### config.mk
export PLATFORM = sky130hd
export DESIGN_NAME = stepper_calibrate_and_run_unit
export DESIGN_NICKNAME = d
export VERILOG_FILES = /design/src/hw/rtl/scru_pkg.sv /design/src/hw/rtl/scru_core.sv /design/src/hw/rtl/stepper_calibrate_and_run_unit.sv
export SDC_FILE = /design/constraint.sdc
export NUM_CORES = 1
export LEC_CHECK = 0
export BUFFER_PORTS_ARGS = -buffer_cell sky130_fd_sc_hd__buf_2
export CELL_PAD_IN_SITES_DETAIL_PLACEMENT = 0
export CELL_PAD_IN_SITES_GLOBAL_PLACEMENT = 1
export CORE_AREA = 3 3 107 186
export CTS_BUF_LIST = sky130_fd_sc_hd__clkbuf_16
export CTS_CLUSTER_SIZE = 30
export DETAILED_ROUTE_END_ITERATION = 12
export DIE_AREA = 0 0 110 189
export PLACE_DENSITY = 0.9
export SETUP_SLACK_MARGIN = 0.05
export SYNTH_ARGS = -nofsm -noshare
export SYNTH_HDL_FRONTEND = slang
export SYNTH_SLANG_ARGS = --single-unit
### constraint.sdc
create_clock -name clk -period 6.35 [get_ports clk]
set_clock_uncertainty 0.05 [all_clocks]
set_input_delay 0.3175 -clock clk [delete_from_list [all_inputs] [get_ports clk]]
set_output_delay 0.3175 -clock clk [all_outputs]
set_load 0.03 [all_outputs]
### src/hw/rtl/scru_pkg.sv
// ---------------------------------------------------------------------------
// Stepper calibrate-and-run unit: package
// Shared widths, request codes, coil table and the result record.
// ---------------------------------------------------------------------------
package scru_pkg;

	localparam int COUNT_BITS   = 16;
	localparam int CALIB_CYCLES = 3;

	localparam int ACT_W  = 2;
	localparam int EIGHT_W = 8;
	localparam int COIL_W = 4;
	localparam int REV_W  = 15;
	localparam int RUN_W  = 20;
	localparam int SEQ_W  = 3;
	localparam int CYC_W  = 2;
	localparam int REM_W  = 2;

	localparam logic [REV_W-1:0] REV_MAX = '1;

	typedef enum logic [ACT_W-1:0] {
		ACT_TICK   = 2'd0,
		ACT_CALIB  = 2'd1,
		ACT_RUN    = 2'd2,
		ACT_STATUS = 2'd3
	} action_t;

	// half-step pattern, listed from entry 7 down to entry 0
	localparam logic [7:0][COIL_W-1:0] COIL_TABLE = {
		4'h9, 4'h8, 4'hC, 4'h4, 4'h6, 4'h2, 4'h3, 4'h1
	};

	typedef struct packed {
		logic [COIL_W-1:0] coil_pattern;
		logic              stepped;
		logic              busy_res;
		logic              is_calibrated;
		logic [REV_W-1:0]  rev_steps;
		logic              rejected;
	} result_t;

endpackage

### src/hw/rtl/scru_core.sv
// ---------------------------------------------------------------------------
// Stepper calibrate-and-run unit: sequencer core
// Holds the motor state and works out one request per enabled cycle.
// ---------------------------------------------------------------------------
module scru_core import scru_pkg::*; (
	input  logic               clk,
	input  logic               arst_n,
	input  logic               en,
	input  logic [ACT_W-1:0]   act,
	input  logic               level,
	input  logic [EIGHT_W-1:0] eighths,
	output result_t            res
);

	typedef enum logic [2:0] {
		PH_IDLE,
		PH_SEEK,
		PH_LOW,
		PH_HIGH,
		PH_RUN
	} phase_t;

	localparam int SAT_W  = (COUNT_BITS > REV_W) ? COUNT_BITS : REV_W;
	localparam int DIV8_W = REV_W - 3;
	localparam int N_W    = EIGHT_W + 1;
	localparam int PROD_W = DIV8_W + N_W;

	phase_t                phase_q, phase_n;
	logic [SEQ_W-1:0]      seq_q, seq_n;
	logic [CYC_W-1:0]      cyc_q, cyc_n;
	logic [COUNT_BITS-1:0] count_q, count_n;
	logic [COUNT_BITS-1:0] quot_q, quot_n;
	logic [REM_W-1:0]      rem_q, rem_n;
	logic [REV_W-1:0]      rev_q, rev_n;
	logic                  cal_q, cal_n;
	logic [RUN_W-1:0]      run_q, run_n;
	logic [COIL_W-1:0]     coil_q, coil_n;

	logic                  busy;
	logic                  plain_step, count_step, rejected;
	logic [N_W-1:0]        n_eighths;
	logic [PROD_W-1:0]     run_prod;
	logic [RUN_W-1:0]      run_len;

	assign busy      = (phase_q != PH_IDLE);
	assign n_eighths = (eighths == '0) ? N_W'(8) : {1'b0, eighths};
	assign run_prod  = PROD_W'(rev_q[REV_W-1:3]) * PROD_W'(n_eighths);
	assign run_len   = run_prod[RUN_W-1:0];

	always_comb begin
		phase_n    = phase_q;
		seq_n      = seq_q;
		cyc_n      = cyc_q;
		count_n    = count_q;
		quot_n     = quot_q;
		rem_n      = rem_q;
		rev_n      = rev_q;
		cal_n      = cal_q;
		run_n      = run_q;
		coil_n     = coil_q;
		plain_step = 1'b0;
		count_step = 1'b0;
		rejected   = 1'b0;

		case (action_t'(act))
			ACT_TICK: begin
				case (phase_q)
					PH_RUN: begin
						if (run_q != '0) begin
							plain_step = 1'b1;
							run_n      = run_q - RUN_W'(1);
						end
						if (run_q <= RUN_W'(1)) begin
							phase_n = PH_IDLE;
						end
					end
					PH_SEEK: begin
						if (level) begin
							plain_step = 1'b1;
						end else begin
							phase_n    = PH_LOW;
							count_step = 1'b1;
						end
					end
					PH_LOW: begin
						count_step = 1'b1;
						if (level) begin
							phase_n = PH_HIGH;
						end
					end
					PH_HIGH: begin
						if (level) begin
							count_step = 1'b1;
						end else begin
							cyc_n = cyc_q + CYC_W'(1);
							if (cyc_n >= CYC_W'(CALIB_CYCLES)) begin
								// last sensor cycle: latch the quotient, no step
								rev_n   = (SAT_W'(quot_q) > SAT_W'(REV_MAX)) ?
									REV_MAX : REV_W'(quot_q);
								cal_n   = 1'b1;
								phase_n = PH_IDLE;
							end else begin
								// same low sample counts in the next low phase
								phase_n    = PH_LOW;
								count_step = 1'b1;
							end
						end
					end
					default: ;
				endcase
			end
			ACT_CALIB: begin
				if (busy) begin
					rejected = 1'b1;
				end else begin
					count_n = '0;
					quot_n  = '0;
					rem_n   = '0;
					cyc_n   = '0;
					phase_n = PH_SEEK;
				end
			end
			ACT_RUN: begin
				if (busy || !cal_q) begin
					rejected = 1'b1;
				end else begin
					run_n   = run_len;
					phase_n = (run_len != '0) ? PH_RUN : PH_IDLE;
				end
			end
			default: ;
		endcase

		if (plain_step || count_step) begin
			coil_n = COIL_TABLE[seq_q];
			seq_n  = seq_q + SEQ_W'(1);
		end

		// saturating count; quotient by the cycle count tracked alongside
		if (count_step && (count_q != '1)) begin
			count_n = count_q + COUNT_BITS'(1);
			if (rem_q == REM_W'(CALIB_CYCLES - 1)) begin
				rem_n  = '0;
				quot_n = quot_q + COUNT_BITS'(1);
			end else begin
				rem_n = rem_q + REM_W'(1);
			end
		end
	end

	always_comb begin
		res.coil_pattern  = coil_n;
		res.stepped       = plain_step | count_step;
		res.busy_res      = (phase_n != PH_IDLE);
		res.is_calibrated = cal_n;
		res.rev_steps     = rev_n;
		res.rejected      = rejected;
	end

	always_ff @(posedge clk or negedge arst_n) begin
		if (!arst_n) begin
			phase_q <= PH_IDLE;
			seq_q   <= '0;
			cyc_q   <= '0;
			count_q <= '0;
			quot_q  <= '0;
			rem_q   <= '0;
			rev_q   <= '0;
			cal_q   <= 1'b0;
			run_q   <= '0;
			coil_q  <= '0;
		end else if (en) begin
			phase_q <= phase_n;
			seq_q   <= seq_n;
			cyc_q   <= cyc_n;
			count_q <= count_n;
			quot_q  <= quot_n;
			rem_q   <= rem_n;
			rev_q   <= rev_n;
			cal_q   <= cal_n;
			run_q   <= run_n;
			coil_q  <= coil_n;
		end
	end

endmodule

### src/hw/rtl/stepper_calibrate_and_run_unit.sv
// Path: a request accepted into the input register is worked on by the core,
// and its result is captured in the result register, where the receiver takes it.
// Throughput: one request per cycle; the input and result registers advance
// together whenever the result register is empty or being taken.
// Reset: arst_n clears the sequencer state, coils off, uncalibrated, and
// empties both registers.
// ---------------------------------------------------------------------------
// Stepper calibrate-and-run unit: top level
// Input register, sequencer core and result register.
// ---------------------------------------------------------------------------
module stepper_calibrate_and_run_unit import scru_pkg::*; (
	input  logic               clk,
	input  logic               arst_n,
	input  logic               in_valid,
	output logic               in_ready,
	input  logic [ACT_W-1:0]   action,
	input  logic               sensor_level,
	input  logic [EIGHT_W-1:0] run_eighths,
	output logic               out_valid,
	input  logic               out_ready,
	output logic [COIL_W-1:0]  coil_pattern,
	output logic               stepped,
	output logic               busy_res,
	output logic               is_calibrated,
	output logic [REV_W-1:0]   rev_steps,
	output logic               rejected
);

	logic               valid_s1, valid_s2;
	logic [ACT_W-1:0]   act_s1;
	logic               level_s1;
	logic [EIGHT_W-1:0] eighths_s1;
	result_t            res, res_s2;
	logic               advance;

	assign advance  = valid_s1 && (!valid_s2 || out_ready);
	assign in_ready = !valid_s1 || advance;

	scru_core u_core (
		.clk     (clk),
		.arst_n  (arst_n),
		.en      (advance),
		.act     (act_s1),
		.level   (level_s1),
		.eighths (eighths_s1),
		.res     (res)
	);

	always_ff @(posedge clk or negedge arst_n) begin
		if (!arst_n) begin
			valid_s1 <= 1'b0;
			valid_s2 <= 1'b0;
		end else begin
			if (in_ready) begin
				valid_s1 <= in_valid;
			end
			if (advance) begin
				valid_s2 <= 1'b1;
			end else if (out_ready) begin
				valid_s2 <= 1'b0;
			end
		end
	end

	// payload: hold unless the stage moves
	always_ff @(posedge clk) begin
		if (in_ready && in_valid) begin
			act_s1     <= action;
			level_s1   <= sensor_level;
			eighths_s1 <= run_eighths;
		end
		if (advance) begin
			res_s2 <= res;
		end
	end

	assign out_valid     = valid_s2;
	assign coil_pattern  = res_s2.coil_pattern;
	assign stepped       = res_s2.stepped;
	assign busy_res      = res_s2.busy_res;
	assign is_calibrated = res_s2.is_calibrated;
	assign rev_steps     = res_s2.rev_steps;
	assign rejected      = res_s2.rejected;

endmodule

==> results of run 1 <==
-- what timing repair did --
item | 4_1_cts | 5_1_grt
buffers inserted | 0 | 4
setup endpoints to repair | 1 | 1
pin swaps | 0 | 10
hold buffers | 1 | 0
resized for setup | 1 | 12
hold endpoints to repair | 24 | 0
-- power breakdown --
part	total [mW]	internal [mW]	switching, mW
clock network	0.953	0.549	0.404
logic	0.272	0.0990	0.173
registers	0.894	0.849	0.0455
-- critical path, delay by kind of cell, from the launching register on --
kind                       cells  cell delay (ns)
AOI/OAI and AO/OA              5             1.10
adders and majority gates      5             2.28
buffers and inverters          3             0.17
DFF                            1             0.44
and+or+nand+nor                6             1.79
-- per-layer routing --
layer  wire (microns)  part of all wire, %  up-vias
li1                 -                    -     3427
met1             8040                   37     3496
met2            12300                   56      167
met3              669                  3.1       55
met4              874                  4.0        0
met5                0                    0        -
-- state kept, by name, summed over array words and instances (netlist names), 2 cells and up --
| signal | flops |
|---|---|
| u_core.run_q | 20 |
| u_core.count_q | 16 |
| u_core.quot_q | 16 |
| rev_steps | 15 |
| u_core.rev_q | 15 |
| eighths_s1 | 8 |
| coil_pattern | 4 |
| u_core.coil_q | 4 |
| u_core.phase_q | 3 |
| u_core.seq_q | 3 |
| act_s1 | 2 |
| u_core.cyc_q | 2 |
| u_core.rem_q | 2 |
-- worst max-delay path by stage --
stage | endpoint | slack, ns | depth (start not counted)
after floorplan | busy_res | 0.59 | 20
after detailed placement | busy_res | 0.09 | 20
after global routing | busy_res | 0.05 | 19
final | busy_res | 0.25 | 19
after CTS | busy_res | 0.15 | 19
after global placement | busy_res | 0.23 | 20
-- cells in the final DEF, fill, tap and decap left out, drive strengths merged, types with 9 or more instances in the layout --
| master | instances |
|---|---|
| and2 | 69 |
| nand2 | 98 |
| ha | 51 |
| xnor2 | 11 |
| edfxtp | 34 |
| or3 | 15 |
| fa | 60 |
| o22ai | 9 |
| dfrtp | 84 |
| nor2 | 85 |
| clkbuf | 17 |
| a21oi | 53 |
| inv | 95 |
| nand2b | 11 |
| a21o | 9 |
| o21ai | 71 |
| mux2 | 13 |
| nor3 | 27 |
| nand3 | 32 |
| and3 | 20 |
| buf | 57 |
| xor2 | 9 |
-- per-stage QoR --
step | total power, mW | setup slack [ns] | cell area, sq um | hold WS [ns]
2_1_floorplan | 1.08 | 0.586 | 9000 | -0.0281
3_3_place_gp | 1.17 | 0.228 | 9410 | 0.207
3_5_place_dp | 1.18 | 0.0886 | 9410 | 0.203
4_1_cts | 2.13 | 0.146 | 9990 | 0.00994
5_1_grt | 2.20 | 0.0469 | 10100 | 0.0111
6_report | 2.12 | 0.248 | 10100 | 0.0272
-- kinds of logic after synthesis --
group                    after synthesis
adder cells (fa/ha/maj)              111
flip-flops                           118
AO/OA/AOI/OAI                        194
XOR/XNOR                              20
multiplexers                          14
AND/OR/NAND/NOR                      394
buffers and inverters                138
-- layout make-up --
class | count | area share (%)
multi-input combinational | 733 | 53.8
tap | 238 | 2.95
clock inverter | 15 | 1.43
inverter | 87 | 3.24
clock buffer | 17 | 4.22
timing repair buffer | 58 | 3.43
sequential | 118 | 30.9
==> impl_metrics.json, run 1 <==
{
  "status": "finished, final reports clean",
  "hold_class": "in -> reg",
  "top_usage_layer": "met2",
  "relSlewSlack_pct": 34.8,
  "grtUsageTotal_pct": 22.2,
  "cp.arrival_ns": 6.21,
  "clkSlewWorstSetupHoldPaths_ns": 0.06,
  "reg2reg_depth": 19,
  "wl_per_cell_microns": 17.3,
  "syn_nets": 1115,
  "drtIter0Drc": 280,
  "dr.pass1.iters": 5,
  "synth_xor_area_share_pct": 2.03,
  "hold_violations": 0,
  "worst_pin_slew_ns": 0.976,
  "hp-start": "action[0]",
  "synth_compound_area_share_pct": 13.1,
  "wl_microns": 21900,
  "synthToLayoutAreaGrowth_pct": 12.1,
  "drc": 0,
  "synth_edf_count": 34,
  "portBuffers": 39,
  "placedCellCount": 1229,
  "irDropWorstVdd_uv": 226,
  "critPathLaunchType": "register",
  "cts_tree": "yes",
  "synth_area_per_cell_sq_um": 9.10,
  "fillers": 1670,
  "clock-root-buffer": "clkbuf_16",
  "nNetsFinal": 1141,
  "num_io_pins": 40,
  "synth_top_cells_by_count": "98 x nand2_1, 86 x inv_1, 84 x dfrtp_1, 84 x nor2_1, 69 x and2_1",
  "synth_cell_types": 73,
  "fp.coreArea_sq_mm": 0.0186,
  "worstPathRequired_ns": 6.46,
  "synth.most_common_cell": "nand2_1",
  "grtUsageMet1_pct": 23.3,
  "dp_hpwl_microns": 16600,
  "num_antenna_cells": 0,
  "min_path_cells": 1,
  "period_share_pct": 96.1,
  "yosys.area_share.simple_pct": 22.1,
  "htreeDepth": 4,
  "synth_top_family_by_area": "simple AND/OR/NAND/NOR gates",
  "path_max_fanout": 6,
  "grt_start_max_net_pins": 61,
  "ant_nets": 0,
  "die_w_microns": 110,
  "grt_setup_unrepaired": "no",
  "numCtsBuffers": 17,
  "muxShareOfSynthArea_pct": 1.74,
  "clkLatencyLatePin_ns": 0.42,
  "yosysWarnings": 0,
  "cp_common_cell": "fa_1",
  "ys_seq_elements": 118,
  "syn_area_sq_mm": 0.00900,
  "regArea_sq_mm": 0.00312,
  "r2r_slack_ns": 0.25,
  "fin_util_pct": 54.3,
  "grt_pass1_vias": 7502,
  "die-area_sq_mm": 0.0208,
  "setup_violations": 0,
  "cp_cell_sequence": "nor4_4 > a21o_1 > nand2_1 > fa_1 > fa_1 > inv_1 > fa_1 > inv_1 > fa_1 > inv_1 > ha_4 > and2_1 > o211a_1 > or4_4 > a222oi_1 > o2111ai_1 > nor4_2 > a41oi_2 > or3_1",
  "row_count": 66,
  "power_density_mw_per_mm2": 210,
  "instances_no_fill": 1266,
  "grt_first_pass_wirelength_microns": 36000,
  "gp_congestion": 0.890,
  "cap_viol_max_count": 0,
  "drv_slew": 0,
  "r2r-end": "busy_res",
  "global_route.overflow_total": 0,
  "drive_above_1_share_pct": 11.6,
  "synth_fa_ha_area_share_pct": 20.4,
  "cp-startpoint": "eighths_s1[6]",
  "viasPerCell": 5.64,
  "synthArstFlopShare_pct": 71.2,
  "synth_top_area_share_pct": 23.4,
  "hold_end": "act_s1[0]",
  "finalSetupTns_ns": 0,
  "cp-end-kind": "register",
  "gr-usage-met2_pct": 41.4,
  "synthFlopType": "dfrtp_1",
  "multi_input_area_sq_mm": 0.00543,
  "floorplan.initialDensity_pct": 48.4,
  "r2r_start": "eighths_s1[6]",
  "seq_area_frac_synth_pct": 34.7,
  "die_height_microns": 189,
  "vias": 7145,
  "cts.path.max_buffers": 2,
  "worstSetupPathType": "reg -> reg",
  "cts.sink_count": 118,
  "yosys.area.top_type": "dfrtp_1",
  "use_met3_pct": 3.31,
  "slowest_stage": "fa_1",
  "timing.fmax_ghz": 0.164,
  "slowest_delay_ns": 0.53,
  "fin_crit_ns": 6.10,
  "antenna_found_initial": 0,
  "p_leak_nw": 4.77,
  "syn_inst": 989,
  "synth_area_leaders": "dfrtp_1 23%, fa_1 13%, edfxtp_1 11%"
}
Note: power is estimated with default switching activity, not from simulation.
==> run 2, diff against run 1 <==
--- a/config.mk
+++ b/config.mk
@@ -5,14 +5,16 @@
 export SDC_FILE = /design/constraint.sdc
 export NUM_CORES = 1
 export LEC_CHECK = 0
+export ABC_AREA = 1
 export BUFFER_PORTS_ARGS = -buffer_cell sky130_fd_sc_hd__buf_2
+export CAP_MARGIN = 10
 export CELL_PAD_IN_SITES_DETAIL_PLACEMENT = 0
 export CELL_PAD_IN_SITES_GLOBAL_PLACEMENT = 1
-export CORE_AREA = 3 3 107 186
+export CORE_AREA = 3 3 112 195
 export CTS_BUF_LIST = sky130_fd_sc_hd__clkbuf_16
 export CTS_CLUSTER_SIZE = 30
 export DETAILED_ROUTE_END_ITERATION = 12
-export DIE_AREA = 0 0 110 189
+export DIE_AREA = 0 0 115 198
 export PLACE_DENSITY = 0.9
 export SETUP_SLACK_MARGIN = 0.05
 export SYNTH_ARGS = -nofsm -noshare
==> impl_metrics.json, run 2 <==
{
  "status": "finished, final reports clean",
  "num_antenna_cells": 0,
  "power_density_mw_per_mm2": 327,
  "nNetsFinal": 1401,
  "muxShareOfSynthArea_pct": 0.105,
  "synth_area_per_cell_sq_um": 7.70,
  "grt_pass1_vias": 8392,
  "r2r_slack_ns": 0.47,
  "floorplan.initialDensity_pct": 46.9,
  "period_share_pct": 92.6,
  "cts.sink_count": 118,
  "synth_top_area_share_pct": 22.0,
  "yosysWarnings": 0,
  "synth_xor_area_share_pct": 1.83,
  "synthToLayoutAreaGrowth_pct": 10.4,
  "hold_end": "eighths_s1[6]",
  "wl_per_cell_microns": 15.0,
  "reg2reg_depth": 29,
  "gp_congestion": 0.899,
  "fp.coreArea_sq_mm": 0.0204,
  "portBuffers": 39,
  "synth_cell_types": 54,
  "hold_class": "in -> reg",
  "ys_seq_elements": 118,
  "vias": 7979,
  "drtIter0Drc": 323,
  "wl_microns": 23100,
  "instances_no_fill": 1536,
  "relSlewSlack_pct": 45.7,
  "cp_common_cell": "nand2_1",
  "drive_above_1_share_pct": 8.46,
  "grt_setup_unrepaired": "no",
  "dp_hpwl_microns": 18100,
  "slowest_stage": "fa_1",
  "die_w_microns": 115,
  "die_height_microns": 198,
  "timing.fmax_ghz": 0.170,
  "clkSlewWorstSetupHoldPaths_ns": 0.06,
  "synth_fa_ha_area_share_pct": 19.2,
  "fin_util_pct": 51.8,
  "final_common_cell": "nand2_1",
  "path_max_fanout": 7,
  "syn_area_sq_mm": 0.00956,
  "placedCellCount": 1503,
  "grt_start_max_net_pins": 61,
  "critPathLaunchType": "register",
  "top_regs": "u_core.run_q x20, u_core.count_q x16, u_core.quot_q x16",
  "syn_inst": 1241,
  "yosys.area.top_type": "dfrtp_1",
  "hp-start": "run_eighths[6]",
  "cp.arrival_ns": 5.98,
  "antenna_found_initial": 0,
  "cts_tree": "yes",
  "synth_top_family_by_area": "simple AND/OR/NAND/NOR gates",
  "irDropWorstVdd_uv": 291,
  "cts.path.max_buffers": 2,
  "row_count": 69,
  "fin_crit_ns": 5.88,
  "r2r-end": "busy_res",
  "clkLatencyLatePin_ns": 0.42,
  "hold_violations": 0,
  "htreeDepth": 4,
  "synth_edf_count": 34,
  "numCtsBuffers": 17,
  "largest_register_ffs": 20,
  "cp-startpoint": "eighths_s1[1]",
  "grtUsageTotal_pct": 21.8,
  "fillers": 1974,
  "viasPerCell": 5.19,
  "postCtsSetupBuffers": 0,
  "die-area_sq_mm": 0.0228,
  "cap_viol_max_count": 0,
  "synth_top_cells_by_count": "308 x nand2_1, 258 x inv_1, 88 x nor2_1, 84 x dfrtp_1, 70 x o21ai_0",
  "total_power_mw": 3.45,
  "global_route.overflow_total": 0,
  "synth_compound_area_share_pct": 9.98,
  "min_path_cells": 1,
  "p_leak_nw": 5.58,
  "worst_slack_ns": 0.470,
  "dr.pass1.iters": 5,
  "syn_nets": 1367,
  "r2r_start": "eighths_s1[1]",
  "finalSetupTns_ns": 0,
  "synth_area_leaders": "dfrtp_1 22%, fa_1 13%, nand2_1 12%",
  "worstPathRequired_ns": 6.45,
  "yosys.area_share.simple_pct": 24.3,
  "grt_first_pass_wirelength_microns": 39600,
  "top_register": "u_core.run_q",
  "pre_cts_ws_ns": 0.462,
  "synth.most_common_cell": "nand2_1",
  "synthArstFlopShare_pct": 71.2,
  "cp-end-kind": "register",
  "clock-root-buffer": "clkbuf_16",
  "ant_nets": 0,
  "worstSetupPathType": "reg -> reg",
  "final_cell_mix": "308 x nand2_1, 260 x inv_1, 88 x nor2_1",
  "synthFlopType": "dfrtp_1",
  "num_io_pins": 40,
  "drc": 0,
  "slowest_delay_ns": 0.54,
  "drv_slew": 0,
  "seq_area_frac_synth_pct": 32.7,
  "setup_violations": 0,
  "worst_pin_slew_ns": 0.812
}
-- run 2: layer usage --
metal,track usage [%],share of wire (%)
met2,40.7,55
met4,10.7,4.5
met5,0,0
met1,23.3,38
met3,3.33,2.7
-- run 2: through the flow --
step | cell area [sq um] | hold slack, ns
after floorplan | 9560 | -0.0281
after global placement | 10000 | 0.215
after detailed placement | 10000 | 0.214
after CTS | 10500 | 0.00640
after global routing | 10500 | 0.0145
final | 10500 | 0.0256
-- run 2: area by class of cell --
class	instances	area, sq um	area share (%)
repair buffers	50	283	2.68
clock inverters	15	116	1.10
clock buffers	17	425	4.03
inverters	264	991	9.39
well taps	248	310	2.94
flip-flops and latches	118	3120	29.6
multi-input cells	824	5300	50.2
-- run 2: worst max path at each step --
stage / to / slack (ns) / cells past startpoint
final: busy_res / 0.47 / 29
after global routing: busy_res / 0.07 / 30
after CTS: busy_res / 0.44 / 26
after detailed placement: busy_res / 0.46 / 26
after global placement: busy_res / 0.49 / 26
after floorplan: busy_res / 1.13 / 29
-- run 2: kinds of logic (layout without fill, tap and decap cells) --
family	after synthesis	after routing
adders and majority gates	111	111
xor gates and xnor gates	20	20
buffers and inverters	299	346
AOI/OAI and AO/OA	163	163
DFF	118	118
muxes	1	1
and+or+nand+nor	529	529
-- run 2: worst max-delay path: cells and delay by family (launching register included) --
| family | cells | cell delay (ns) |
|---|---|---|
| fa+ha+maj | 5 | 2.41 |
| buf+inv | 6 | 0.47 |
| simple gates | 18 | 2.28 |
| flops | 1 | 0.40 |
-- run 2: timing repair --
item | in CTS | in global routing
hold buffers | 1 | 0
endpoints found under the hold margin | 24 | 0
gates resized for setup | 0 | 0
-- run 2: power breakdown --
part	internal [mW]	total, mW	leakage [nW]	switching (mW)
Sequential	0.970	1.13	1.39	0.156
Clock	0.531	0.895	0.273	0.363
Combinational	0.487	1.43	3.91	0.938
Total	1.99	3.45	5.58	1.46
